### config.mk
export PLATFORM = sky130hd
export DESIGN_NAME = swq_div
export DESIGN_NICKNAME = d
export VERILOG_FILES = /design/src/rtl/core/swq_div.sv
export SDC_FILE = /design/constraint.sdc
export NUM_CORES = 1
export LEC_CHECK = 0
export ABC_AREA = 1
export BUFFER_PORTS_ARGS = -buffer_cell sky130_fd_sc_hd__buf_2
export CAP_MARGIN = 20
export CORE_MARGIN = 2
export CORE_UTILIZATION = 48
export DETAILED_ROUTE_END_ITERATION = 16
export PLACE_DENSITY = 0.7
export SYNTH_ARGS = -nofsm -noshare
export SYNTH_HDL_FRONTEND = slang
export SYNTH_SLANG_ARGS = --single-unit
### constraint.sdc
create_clock -name aclk -period 2.6 [get_ports aclk]
set_clock_uncertainty 0.2 [all_clocks]
set_input_delay 0.13 -clock aclk [delete_from_list [all_inputs] [get_ports aclk]]
set_output_delay 0.13 -clock aclk [all_outputs]
set_load 0.1 [all_outputs]
### src/rtl/core/swq_div.sv
// restoring divider, one quotient bit per pipeline stage, 8-bit quotient
// depends on nothing; no saturation: the quotient is exact only for num < 256*den
`timescale 1ns / 1ps
module swq_div #(
    parameter int TAG_W = 8
) (
    input  logic             aclk,
    input  logic             aresetn,
    input  logic             en,
    input  logic             in_valid,
    input  logic [25:0]      in_num,
    input  logic [18:0]      in_den,
    input  logic [TAG_W-1:0] in_tag,
    output logic             out_valid,
    output logic [7:0]       out_q,
    output logic [TAG_W-1:0] out_tag
);
    // num < 256*den is guaranteed here (510w+t < 512t), so 8 steps suffice
    logic [25:0]      rem_reg [1:8];
    logic [18:0]      den_reg [1:8];
    logic [7:0]       q_reg   [1:8];
    logic [TAG_W-1:0] tag_reg [1:8];
    logic [8:1]       v_reg;

    for (genvar s = 0; s < 8; s++) begin : g_step
        logic [25:0]      rem_in;
        logic [18:0]      den_in;
        logic [7:0]       q_in;
        logic [TAG_W-1:0] tag_in;
        logic             v_in;
        logic [27:0]      sub;
        if (s == 0) begin : g_first
            assign rem_in = in_num;
            assign den_in = in_den;
            assign q_in   = '0;
            assign tag_in = in_tag;
            assign v_in   = in_valid;
        end else begin : g_next
            assign rem_in = rem_reg[s];
            assign den_in = den_reg[s];
            assign q_in   = q_reg[s];
            assign tag_in = tag_reg[s];
            assign v_in   = v_reg[s];
        end
        assign sub = {2'b0, rem_in} - ({9'b0, den_in} << (7 - s));
        always_ff @(posedge aclk) begin
            if (en) begin
                rem_reg[s+1] <= sub[27] ? rem_in : sub[25:0];
                q_reg[s+1]   <= {q_in[6:0], ~sub[27]};
                den_reg[s+1] <= den_in;
                tag_reg[s+1] <= tag_in;
            end
        end
        always_ff @(posedge aclk) begin
            if (!aresetn) v_reg[s+1] <= 1'b0;
            else if (en) v_reg[s+1] <= v_in;
        end
    end

    assign out_valid = v_reg[8];
    assign out_q     = q_reg[8];
    assign out_tag   = tag_reg[8];
endmodule

; ---- Yosys cells after proc, flatten, opt, wreduce, memory -nomap -nowiden
; Memories as Yosys holds them, arrays and structs flattened.
; Index checks and enable logic that the tools add are counted.
[classes]
bitwise = 8
n_mux = 10
add_sub_neg = 8
[ops]
columns = operator, n
row1 = 2-to-1 mux 26 bit, 8
row2 = subtractor 26 x 19 -> 27 bit, 1
row3 = subtractor 26 x 20 -> 27 bit, 1
row4 = subtractor 26 x 21 -> 27 bit, 1
row5 = subtractor 26 x 22 -> 27 bit, 1
row6 = subtractor 26 x 23 -> 27 bit, 1
row7 = subtractor 26 x 24 -> 27 bit, 1
row8 = subtractor 26 x 25 -> 27 bit, 1
row9 = subtractor 26 x 26 -> 27 bit, 1
row10 = NOT 1 bit, 8
row11 = 2-to-1 mux 1 bit, 2
[totals]
regBits = 8
elab_cells = 38
inputBits = 57
n_memories = 4
out_inout_bits = 17
mem_bits_rw = 488
[mem_list]
columns = memory, depth, width, rd, rd_clocked_by_memory_dff, wr, line
row1 = rem_reg, 8, 26, 7, 0, 8, 19  ; logic [25:0] rem_reg [1:8];
row2 = den_reg, 8, 19, 7, 0, 8, 20  ; logic [18:0] den_reg [1:8];
row3 = q_reg, 8, 8, 8, 0, 8, 21  ; logic [7:0] q_reg [1:8];
row4 = tag_reg, 8, 8, 8, 0, 8, 22  ; logic [TAG_W-1:0] tag_reg [1:8];

; ---- Longest topological paths before layout
; Gate-level depths: netlist (run 1).
; An unclocked memory read counts as a cell.
[depth]
word_depth = 3
ltp_mapped = 15
mapped_depth_nobuf = 14

; ---- Worst setup path after synthesis (run 1)
; OpenSTA, ideal clock, no wires.
[synth_path]
path_type = register to register
from = reg den_reg[0][95] (netlist name)
to = reg rem_reg[0][161] (netlist name)
stages_incl_launch_ff = 14
path_buffers = 1
setup_ns = 0.261
required_time_ns = 2.139
period_less_slack_ns = 2.335
slack_ns = 0.265
t_arrival_ns = 1.874
path_cell_list = edfxtp_1 ha_1 fa_1 inv_1 nand3_1 nand3_1 nand2_1 nand2_1 nand2_1 nand3_2 inv_2 buf_2 nand2_1 o21ai_0

==> results.toml, run 1 <==
[synthesis]
yosysSeqAreaShare_pct = 49.8
synthDominantCellAreaShare_pct = 49.1
ys_warn_count = 0
synth_area_um2 = 25400
postSynthCellCount = 3081
ys_seq_elements = 423
yosysTopAreaCell = "edfxtp_1"
synth.top_cells.by_area = "edfxtp_1 49%, nand2_1 16%, inv_1 8.6%, ha_1 7.4%, nand3_1 3.9%"
synth_nets = 3296
synth.distinct_cells = 38
synth_area_per_cell_um2 = 8.23

[power]
leakagePower_nw = 14.1
ir_drop_uv = 543
powerDensity_nw_per_um2 = 930

[detailed_routing]
wirelength_um = 59500
vias_per_cell = 4.91
wl_per_cell_um = 14.8
antenna_left = 0
drtPass1Iterations = 5
drc = 0
dr_total_vias = 19777
drt_iter0_drc = 952

[clock_network]
clk_latency_ns = 0.59
clock_path_buffers = 3
clockRootBuffer = "clkbuf_16"
numCtsBuffers = 46
tritoncts = "done"
cts_max_level = 2
numClockSinks = 423
clk_pin_slew_ns = 0.06
cts_setup_buffers = 0

[timing]
slew-limit-headroom_pct = 57.7
layout_setup_ws_ns = 0.128
finalCritPeriodShare_pct = 95.1
tns_ns = 0
min_period_ns = 2.47
slew_violations = 0
rsz0062_at_grt = "false"
hold_violations = 0
max_freq_mhz = 405
worstMarginPinSlew_ns = 0.628
setup_viol = 0

[placement]
port_buffers = 73
dp_hpwl_um = 47200
post-place-ws_ns = 0.0356
gp_congestion = 0.959

[floorplanning]
coreArea_um2 = 52400
fp.dieArea_um2 = 54700
ios = 74
fp-row-count = 84
die_h_um = 234
initial_core_util_pct = 48.4
die-width_um = 234

[setup_path]
crit_required_ns = 2.73
cp_max_fo = 3
cp_common_cell = "nand2_1"
worst_path_largest_cell_delay_ns = 0.41
crit_path_top_delay_cell = "edfxtp_1"
crit_type = "reg2reg"
start_kind = "flip-flop"
cp_cell_sequence = "ha_1 > fa_2 > inv_1 > nand3_1 > nand3_1 > nand2_1 > nand2_1 > buf_4 > nand3_1 > nand2_1 > nand2_1 > nand3_1 > nand2_1"
endpoint_kind = "flip-flop"
cp.arrival_ns = 2.60

[finish]
final_common_cell = "nand2_1"
area.growth.synth_to_final_pct = 15.4
nNetsFinal = 3518
largest_reg_flops = 182
layout_common_cells = "1,111 x nand2_1, 584 x inv_1, 415 x edfxtp_1"
drive_gt1_share_pct = 7.82

[global_route]
grt_antenna_before_repair = 0
first_global_vias = 20140
grt_max_degree = 61
grt_first_pass_wirelength_um = 95800
grt_overflow = 0
grt_usage_pct = 22.3

[run_status]
status = "completed"

[min_path]
hp-class = "in2reg"

[run]
drv_cap = 0
==> cell usage after synthesis <==
| library cell | count |
|---|---|
| nand2_1 | 1112 |
| inv_1 | 584 |
| edfxtp_1 | 415 |
| nor2_1 | 208 |
| nand3_1 | 200 |
| ha_1 | 151 |
| a21oi_1 | 102 |
| o21ai_0 | 45 |
| nand3b_1 | 36 |
| xor2_1 | 34 |
| nand4_1 | 28 |
| xnor2_1 | 28 |
| nor3_1 | 24 |
| buf_2 | 20 |
| o21ai_1 | 18 |
| nand3_2 | 11 |
| o21ai_2 | 10 |
| dfxtp_1 | 8 |
| fa_1 | 7 |
| and2_1 | 6 |
| buf_6 | 4 |
| o21bai_1 | 4 |
| inv_2 | 3 |
| nor2_2 | 3 |
| a21oi_2 | 2 |
| clkbuf_1 | 2 |
| nand2_2 | 2 |
| nand3_4 | 2 |
| o211ai_1 | 2 |
| or2_2 | 2 |
| a21boi_0 | 1 |
| a21oi_4 | 1 |
| buf_12 | 1 |
| buf_4 | 1 |
| nor3_4 | 1 |
| nor4_1 | 1 |
| o31a_1 | 1 |
| o31ai_1 | 1 |
==> critical path, delay by kind of cell, from the launching register on <==
kind                     cells  cell delay (ns)
AND/OR/NAND/NOR              9             0.77
adder cells (fa/ha/maj)      2             0.61
flip-flops                   1             0.41
buffers and inverters        2             0.23
==> timing repair <==
item                                    CTS  global route
endpoints found under the hold margin   121             0
hold buffers                             57             0
endpoints found under the setup margin    0            95
resized for setup                         0            20
==> kinds of logic (layout without fill, tap and decap cells) <==
group           after synthesis  count (layout)  share of synthesized area [%]
other cells                   0               1                              0
buf+inv                     615             872                           9.40
compound gates              187             187                           4.01
xor+xnor                     62              62                           2.14
fa+ha+maj                   158             158                           8.00
flops                       423             423                           49.8
simple gates               1636            1636                           26.7
==> path summary, 6_finish.rpt <==
path         cells past startpoint                        end  slack (ns)                     start
max reg2reg                     13  rem_reg[0][174]$_DFFE_PP_        0.13  den_reg[0][95]$_DFFE_PP_
max                             13  rem_reg[0][174]$_DFFE_PP_        0.13  den_reg[0][95]$_DFFE_PP_
min                              2   rem_reg[0][31]$_DFFE_PP_        0.06                 in_num[5]
min reg2reg                      0   tag_reg[0][44]$_DFFE_PP_        0.21  tag_reg[0][36]$_DFFE_PP_
==> per-layer routing <==
layer,global-route usage [%],part of all wire (%),vias up
li1,-,-,10294
met1,21.6,37,8874
met2,44.1,54,394
met3,2.69,2.7,215
met4,14.1,6.7,0
met5,0,0,-
==> area by class of cell <==
class	instances	area [um2]
fillers	4762	23200
inverters	587	2210
well taps	688	861
clock buffers	59	1250
clock inverters	24	258
flip-flops and latches	423	12600
repair buffers	202	1660
multi-input cells	2043	10400
diodes	1	2.50
==> power by group <==
group | switching [W] | leakage [nW] | internal (W)
combinational | 0.00682 | 9.29 | 0.00389
clock | 0.00266 | 0.741 | 0.00390
sequential | 0.000717 | 4.10 | 0.00923
total | 0.0102 | 14.1 | 0.0170
==> per-stage QoR <==
stage / util [%] / instances / hold WS (ns) / power, W / cell area [um2]
after detailed placement: 51.7 / 3886 / 0.109 / 0.0206 / 27100
after CTS: 55.7 / 4026 / 0.0307 / 0.0273 / 29200
after floorplan: - / 3081 / 0.0289 / 0.0174 / 25400
after global placement: 51.7 / 3886 / 0.107 / 0.0205 / 27100
after global routing: 55.8 / 4026 / 0.0553 / 0.0293 / 29300
final: 55.8 / 4027 / 0.0615 / 0.0272 / 29300
Power figures use the tool's default switching activity.
==> inputs of run 2 (changes only) <==
--- a/config.mk
+++ b/config.mk
@@ -9,9 +9,9 @@
 export BUFFER_PORTS_ARGS = -buffer_cell sky130_fd_sc_hd__buf_2
 export CAP_MARGIN = 20
 export CORE_MARGIN = 2
-export CORE_UTILIZATION = 48
+export CORE_UTILIZATION = 54
 export DETAILED_ROUTE_END_ITERATION = 16
-export PLACE_DENSITY = 0.7
+export PLACE_DENSITY = 0.77
 export SYNTH_ARGS = -nofsm -noshare
 export SYNTH_HDL_FRONTEND = slang
 export SYNTH_SLANG_ARGS = --single-unit
==> run 2 against run 1 <==
Design area grew 1.5%. Global-route usage grew 7.4 points. Register-to-register slack lost 0.02 ns. Non-clock buffer count rose by 54. Wire length is 19% higher. Critical path type unchanged. Critical endpoint is now rem_reg[0][202]$_DFFE_PP_.
==> results.toml, run 2 (synthesized netlist as in run 1, its figures left out) <==
[floorplanning]
die_h_um = 221
fp.dieArea_um2 = 48700
fp-row-count = 79
die-width_um = 221
ios = 74
initial_core_util_pct = 54.6
coreArea_um2 = 46500

[clock_network]
numClockSinks = 423
clock_path_buffers = 3
clk_pin_slew_ns = 0.06
clk_latency_ns = 0.58
numCtsBuffers = 46
clockRootBuffer = "clkbuf_16"
tritoncts = "done"
cts_max_level = 2

[timing]
layout_setup_ws_ns = 0.107
max_freq_mhz = 401
hold_violations = 0
rsz0062_at_grt = "true"
setup_viol = 0
min_period_ns = 2.49
slew-limit-headroom_pct = 66.6
finalCritPeriodShare_pct = 95.9
tns_ns = 0
worstMarginPinSlew_ns = 0.496
slew_violations = 0

[detailed_routing]
drt_iter0_drc = 1263
vias_per_cell = 5.21
drc = 0
wirelength_um = 70800
drtPass1Iterations = 5
wl_per_cell_um = 17.7
antenna_left = 0
dr_total_vias = 20839

[run_status]
status = "completed"

[global_route]
grt_antenna_before_repair = 1
grt_first_pass_wirelength_um = 109000
grt_overflow = 0
first_global_vias = 21283
grt_usage_pct = 29.7
grt_max_degree = 78

[finish]
nNetsFinal = 3572
stdcell_count = 3998
layout_common_cells = "1,105 x nand2_1, 583 x inv_1, 415 x edfxtp_1"
stdcell_area_um2 = 29700
antenna_cells = 0
largest_reg_flops = 182
final_common_cell = "nand2_1"
drive_gt1_share_pct = 10.1
area.growth.synth_to_final_pct = 17.1

[power]
powerDensity_nw_per_um2 = 966
power.total_w = 0.0287
leakagePower_nw = 14.4
ir_drop_uv = 687

[setup_path]
cp.arrival_ns = 2.61
endpoint_kind = "flip-flop"
cp_max_fo = 7
start_kind = "flip-flop"
crit_type = "reg2reg"
crit_required_ns = 2.72
r2r_slack_ns = 0.11

[placement]
place_area_um2 = 27400
dp_hpwl_um = 56100
dp.cells = 3858
post-place-ws_ns = -0.00357
port_buffers = 73
gp_congestion = 0.965

[min_path]
hp-class = "in2reg"

[run]
drv_cap = 0
-- run 2: cell types whose count changed in the layout (fill, tap and decap cells not counted), moves of 5 or more --
| cell | previous run | this run |
|---|---|---|
| nand3_2 | 14 | 19 |
| bufinv_16 | 5 | 10 |
| nor2_2 | 5 | 12 |
| nor2_1 | 205 | 199 |
| nand2_1 | 1111 | 1105 |
| nand2_2 | 3 | 9 |
| buf_4 | 57 | 116 |
| clkinvlp_4 | 0 | 5 |
-- run 2: worst paths after layout --
kind / startpoint / endpoint / cells past startpoint
hold reg to reg: tag_reg[0][39]$_DFFE_PP_ / tag_reg[0][47]$_DFFE_PP_ / 0
hold / removal: in_num[6] / rem_reg[0][32]$_DFFE_PP_ / 2
setup / recovery: rem_reg[0][175]$_DFFE_PP_ / rem_reg[0][202]$_DFFE_PP_ / 7
setup reg to reg: rem_reg[0][175]$_DFFE_PP_ / rem_reg[0][202]$_DFFE_PP_ / 7
-- run 2: metal layers --
metal	track usage (%)	part of all wire, %	vias to the layer above
met3	3.62	3.5	274
met1	26.8	33	9546
met2	59.1	55	622
met4	22.6	8.5	0
met5	0	0	-
li1	-	-	10397
-- run 2: through the flow --
step	hold WS, ns	utilization (%)
after floorplan	0.0289	-
after global placement	0.106	58.9
after detailed placement	0.109	58.9
after CTS	0.0307	63.6
after global routing	0.0445	63.9
final	0.0630	63.9
-- run 2: power breakdown --
part	internal [W]	switching [W]	leakage (nW)
Clock	0.00430	0.00271	0.775
Sequential	0.00923	0.000803	4.10
Combinational	0.00423	0.00741	9.54
Total	0.0178	0.0109	14.4
-- run 2: critical path, cell delays in order (launching register included) --
cell and delay [ns]:
edfxtp_1 0.44, ha_2 0.43, nand2_1 0.14, nor2_1 0.26
and2_1 0.21, nand3b_1 0.27, nand4_1 0.21, a21oi_1 0.08
-- run 2: area by class of cell --
type                       instances  area (um2)
timing repair buffer             256        2010
clock inverter                    30         423
sequential                       423       12600
fill                            3915       16800
tap                              607         759
multi-input combinational       2043       10500
inverter                         587        2210
clock buffer                      52        1190
-- run 2: repair_timing --
item / 4_1_cts / 5_1_grt
setup buffers: 0 / 1
resized for setup: 1 / 38
cloned: 0 / 0
endpoints found under the hold margin: 112 / 0
setup endpoints to repair: 3 / 105
hold buffers: 57 / 0
pin swaps: 0 / 1
==> inputs of run 3 (changes only) <==
--- a/config.mk
+++ b/config.mk
@@ -12,6 +12,7 @@
 export CORE_UTILIZATION = 54
 export DETAILED_ROUTE_END_ITERATION = 16
 export PLACE_DENSITY = 0.77
+export SETUP_SLACK_MARGIN = 0.3
 export SYNTH_ARGS = -nofsm -noshare
 export SYNTH_HDL_FRONTEND = slang
 export SYNTH_SLANG_ARGS = --single-unit
==> run 3 against run 2 <==
Fmax is 2.3% lower. Utilization is 11 points higher. Largest power group unchanged. Critical endpoint is now rem_reg[0][117]$_DFFE_PP_. Combinational power is 40% higher. Clock power is 2% higher. Global-route usage is 2.1 points higher. Design area is 17% higher. Die area stayed put. Hold slack worse by 0.019 ns. Sequential share of layout area is 6.1 points lower. Sequential cell count stayed put.
==> results.toml, run 3 (synthesized netlist as in run 1, its figures left out) <==
[detailed_routing]
antenna_left = 0
drc = 0
drtPass1Iterations = 13
wl_per_cell_um = 20.1
dr_total_vias = 23134
wirelength_um = 84800
drt_iter0_drc = 1614
vias_per_cell = 5.50

[clock_network]
tritoncts = "done"
cts_max_level = 2
clk_pin_slew_ns = 0.07
numClockSinks = 423
clk_latency_ns = 0.59
clock_path_buffers = 3
numCtsBuffers = 46
clockRootBuffer = "clkbuf_16"

[floorplanning]
fp-row-count = 79
die-width_um = 221
coreArea_um2 = 46500
initial_core_util_pct = 54.6
ios = 74
die_h_um = 221
fp.dieArea_um2 = 48700

[setup_path]
cp_common_cell = "nand2_1"
crit_path_top_delay_cell = "edfxtp_1"
cp_cell_sequence = "inv_1 > ha_1 > nand2_1 > nand2_1 > nand2_1 > nand2_1 > nand2_1 > nand3_1 > buf_4 > xor2_1 > nand2_2 > nand2_1"
endpoint_kind = "flip-flop"
start_kind = "flip-flop"
crit_type = "reg2reg"
crit_required_ns = 2.74
cp.arrival_ns = 2.69
worst_path_largest_cell_delay_ns = 0.48
cp_max_fo = 6

[global_route]
grt_max_degree = 72
grt_overflow = 0
grt_usage_pct = 31.8
grt_first_pass_wirelength_um = 117000
first_global_vias = 22748
grt_antenna_before_repair = 4

[timing]
worstMarginPinSlew_ns = 0.784
rsz0062_at_grt = "true"
max_freq_mhz = 392
finalCritPeriodShare_pct = 98.2
slew-limit-headroom_pct = 47.1
setup_viol = 0
layout_setup_ws_ns = 0.0474
tns_ns = 0
min_period_ns = 2.55
hold_violations = 0
slew_violations = 0

[power]
powerDensity_nw_per_um2 = 969
internal_power_w = 0.0202
combPwrFrac_pct = 48.1
ir_drop_uv = 676
seqPwrFrac_pct = 30.7
swShare_pct = 39.8
clock_power_share_pct = 21.3
p_sw_w = 0.0134
leakagePower_nw = 16.3

[placement]
port_buffers = 73
dp_hpwl_um = 57300
post-place-ws_ns = -0.0421
gp_congestion = 0.956

[finish]
drive_gt1_share_pct = 29.3
final_common_cell = "nand2_1"
layout_common_cells = "907 x nand2_1, 537 x inv_1, 415 x edfxtp_1"
nNetsFinal = 3777
area.growth.synth_to_final_pct = 36.8
fillCellCount = 3153
multi_input_area_um2 = 13400
largest_reg_flops = 182
regArea_um2 = 12600
final_util_pct = 74.7

[run]
drv_cap = 0

[min_path]
hp-class = "in2reg"

[run_status]
status = "completed"
## run 3: layer usage
| metal | share of wire (%) | global-route usage, % |
|---|---|---|
| met3 | 4.5 | 3.97 |
| met1 | 30 | 27.7 |
| met5 | 0 | 0 |
| met2 | 55 | 64.2 |
| met4 | 9.9 | 24.9 |
## run 3: through the flow
step	cells	hold WS [ns]	area, um2	power [W]
final	4208	0.0439	34700	0.0336
after global routing	4208	0.0359	34700	0.0353
after CTS	4080	0.0322	31600	0.0302
after detailed placement	3880	0.109	27600	0.0216
after global placement	3880	0.107	27600	0.0214
after floorplan	3081	0.0289	25400	0.0174
## run 3: worst paths after layout
check / slack [ns] / end / cells after the start / start
setup / recovery: 0.05 / rem_reg[0][117]$_DFFE_PP_ / 12 / den_reg[0][59]$_DFFE_PP_
hold / removal: 0.04 / rem_reg[0][29]$_DFFE_PP_ / 2 / in_num[3]
setup reg to reg: 0.05 / rem_reg[0][117]$_DFFE_PP_ / 12 / den_reg[0][59]$_DFFE_PP_
hold reg to reg: 0.21 / tag_reg[0][65]$_DFFE_PP_ / 0 / tag_reg[0][57]$_DFFE_PP_
## run 3: power by group through the flow
stage                     registers [W]  logic (W)  clock network, W
after floorplan                 0.00985    0.00759                 0
after global placement           0.0101     0.0113                 0
after detailed placement         0.0101     0.0115                 0
after CTS                        0.0101     0.0130           0.00716
after global routing             0.0104     0.0175           0.00743
final                            0.0103     0.0162           0.00716
## run 3: critical path: cells and delay by family (launching register included)
kind / cells / cell delay (ns)
and+or+nand+nor: 8 / 0.79
buffers and inverters: 2 / 0.30
adders and majority gates: 1 / 0.39
DFF: 1 / 0.48
xor gates and xnor gates: 1 / 0.15
## run 3: timing repair
item	4_1_cts	5_1_grt
hold buffers	57	0
resized for setup	264	486
pin swaps	52	136
cloned	6	12
endpoints found under the setup margin	137	159
hold endpoints to repair	138	0
setup buffers	51	115
## run 3: area by class of cell
class	instances	share of cell area, %
antenna	1	0.00721
clock buffer	50	3.54
clock inverter	36	1.22
inverter	587	6.47
multi-input combinational	2043	38.6
sequential	423	36.4
tap	607	2.19
timing repair buffer	459	11.5
timing repair inverter	2	0.0793
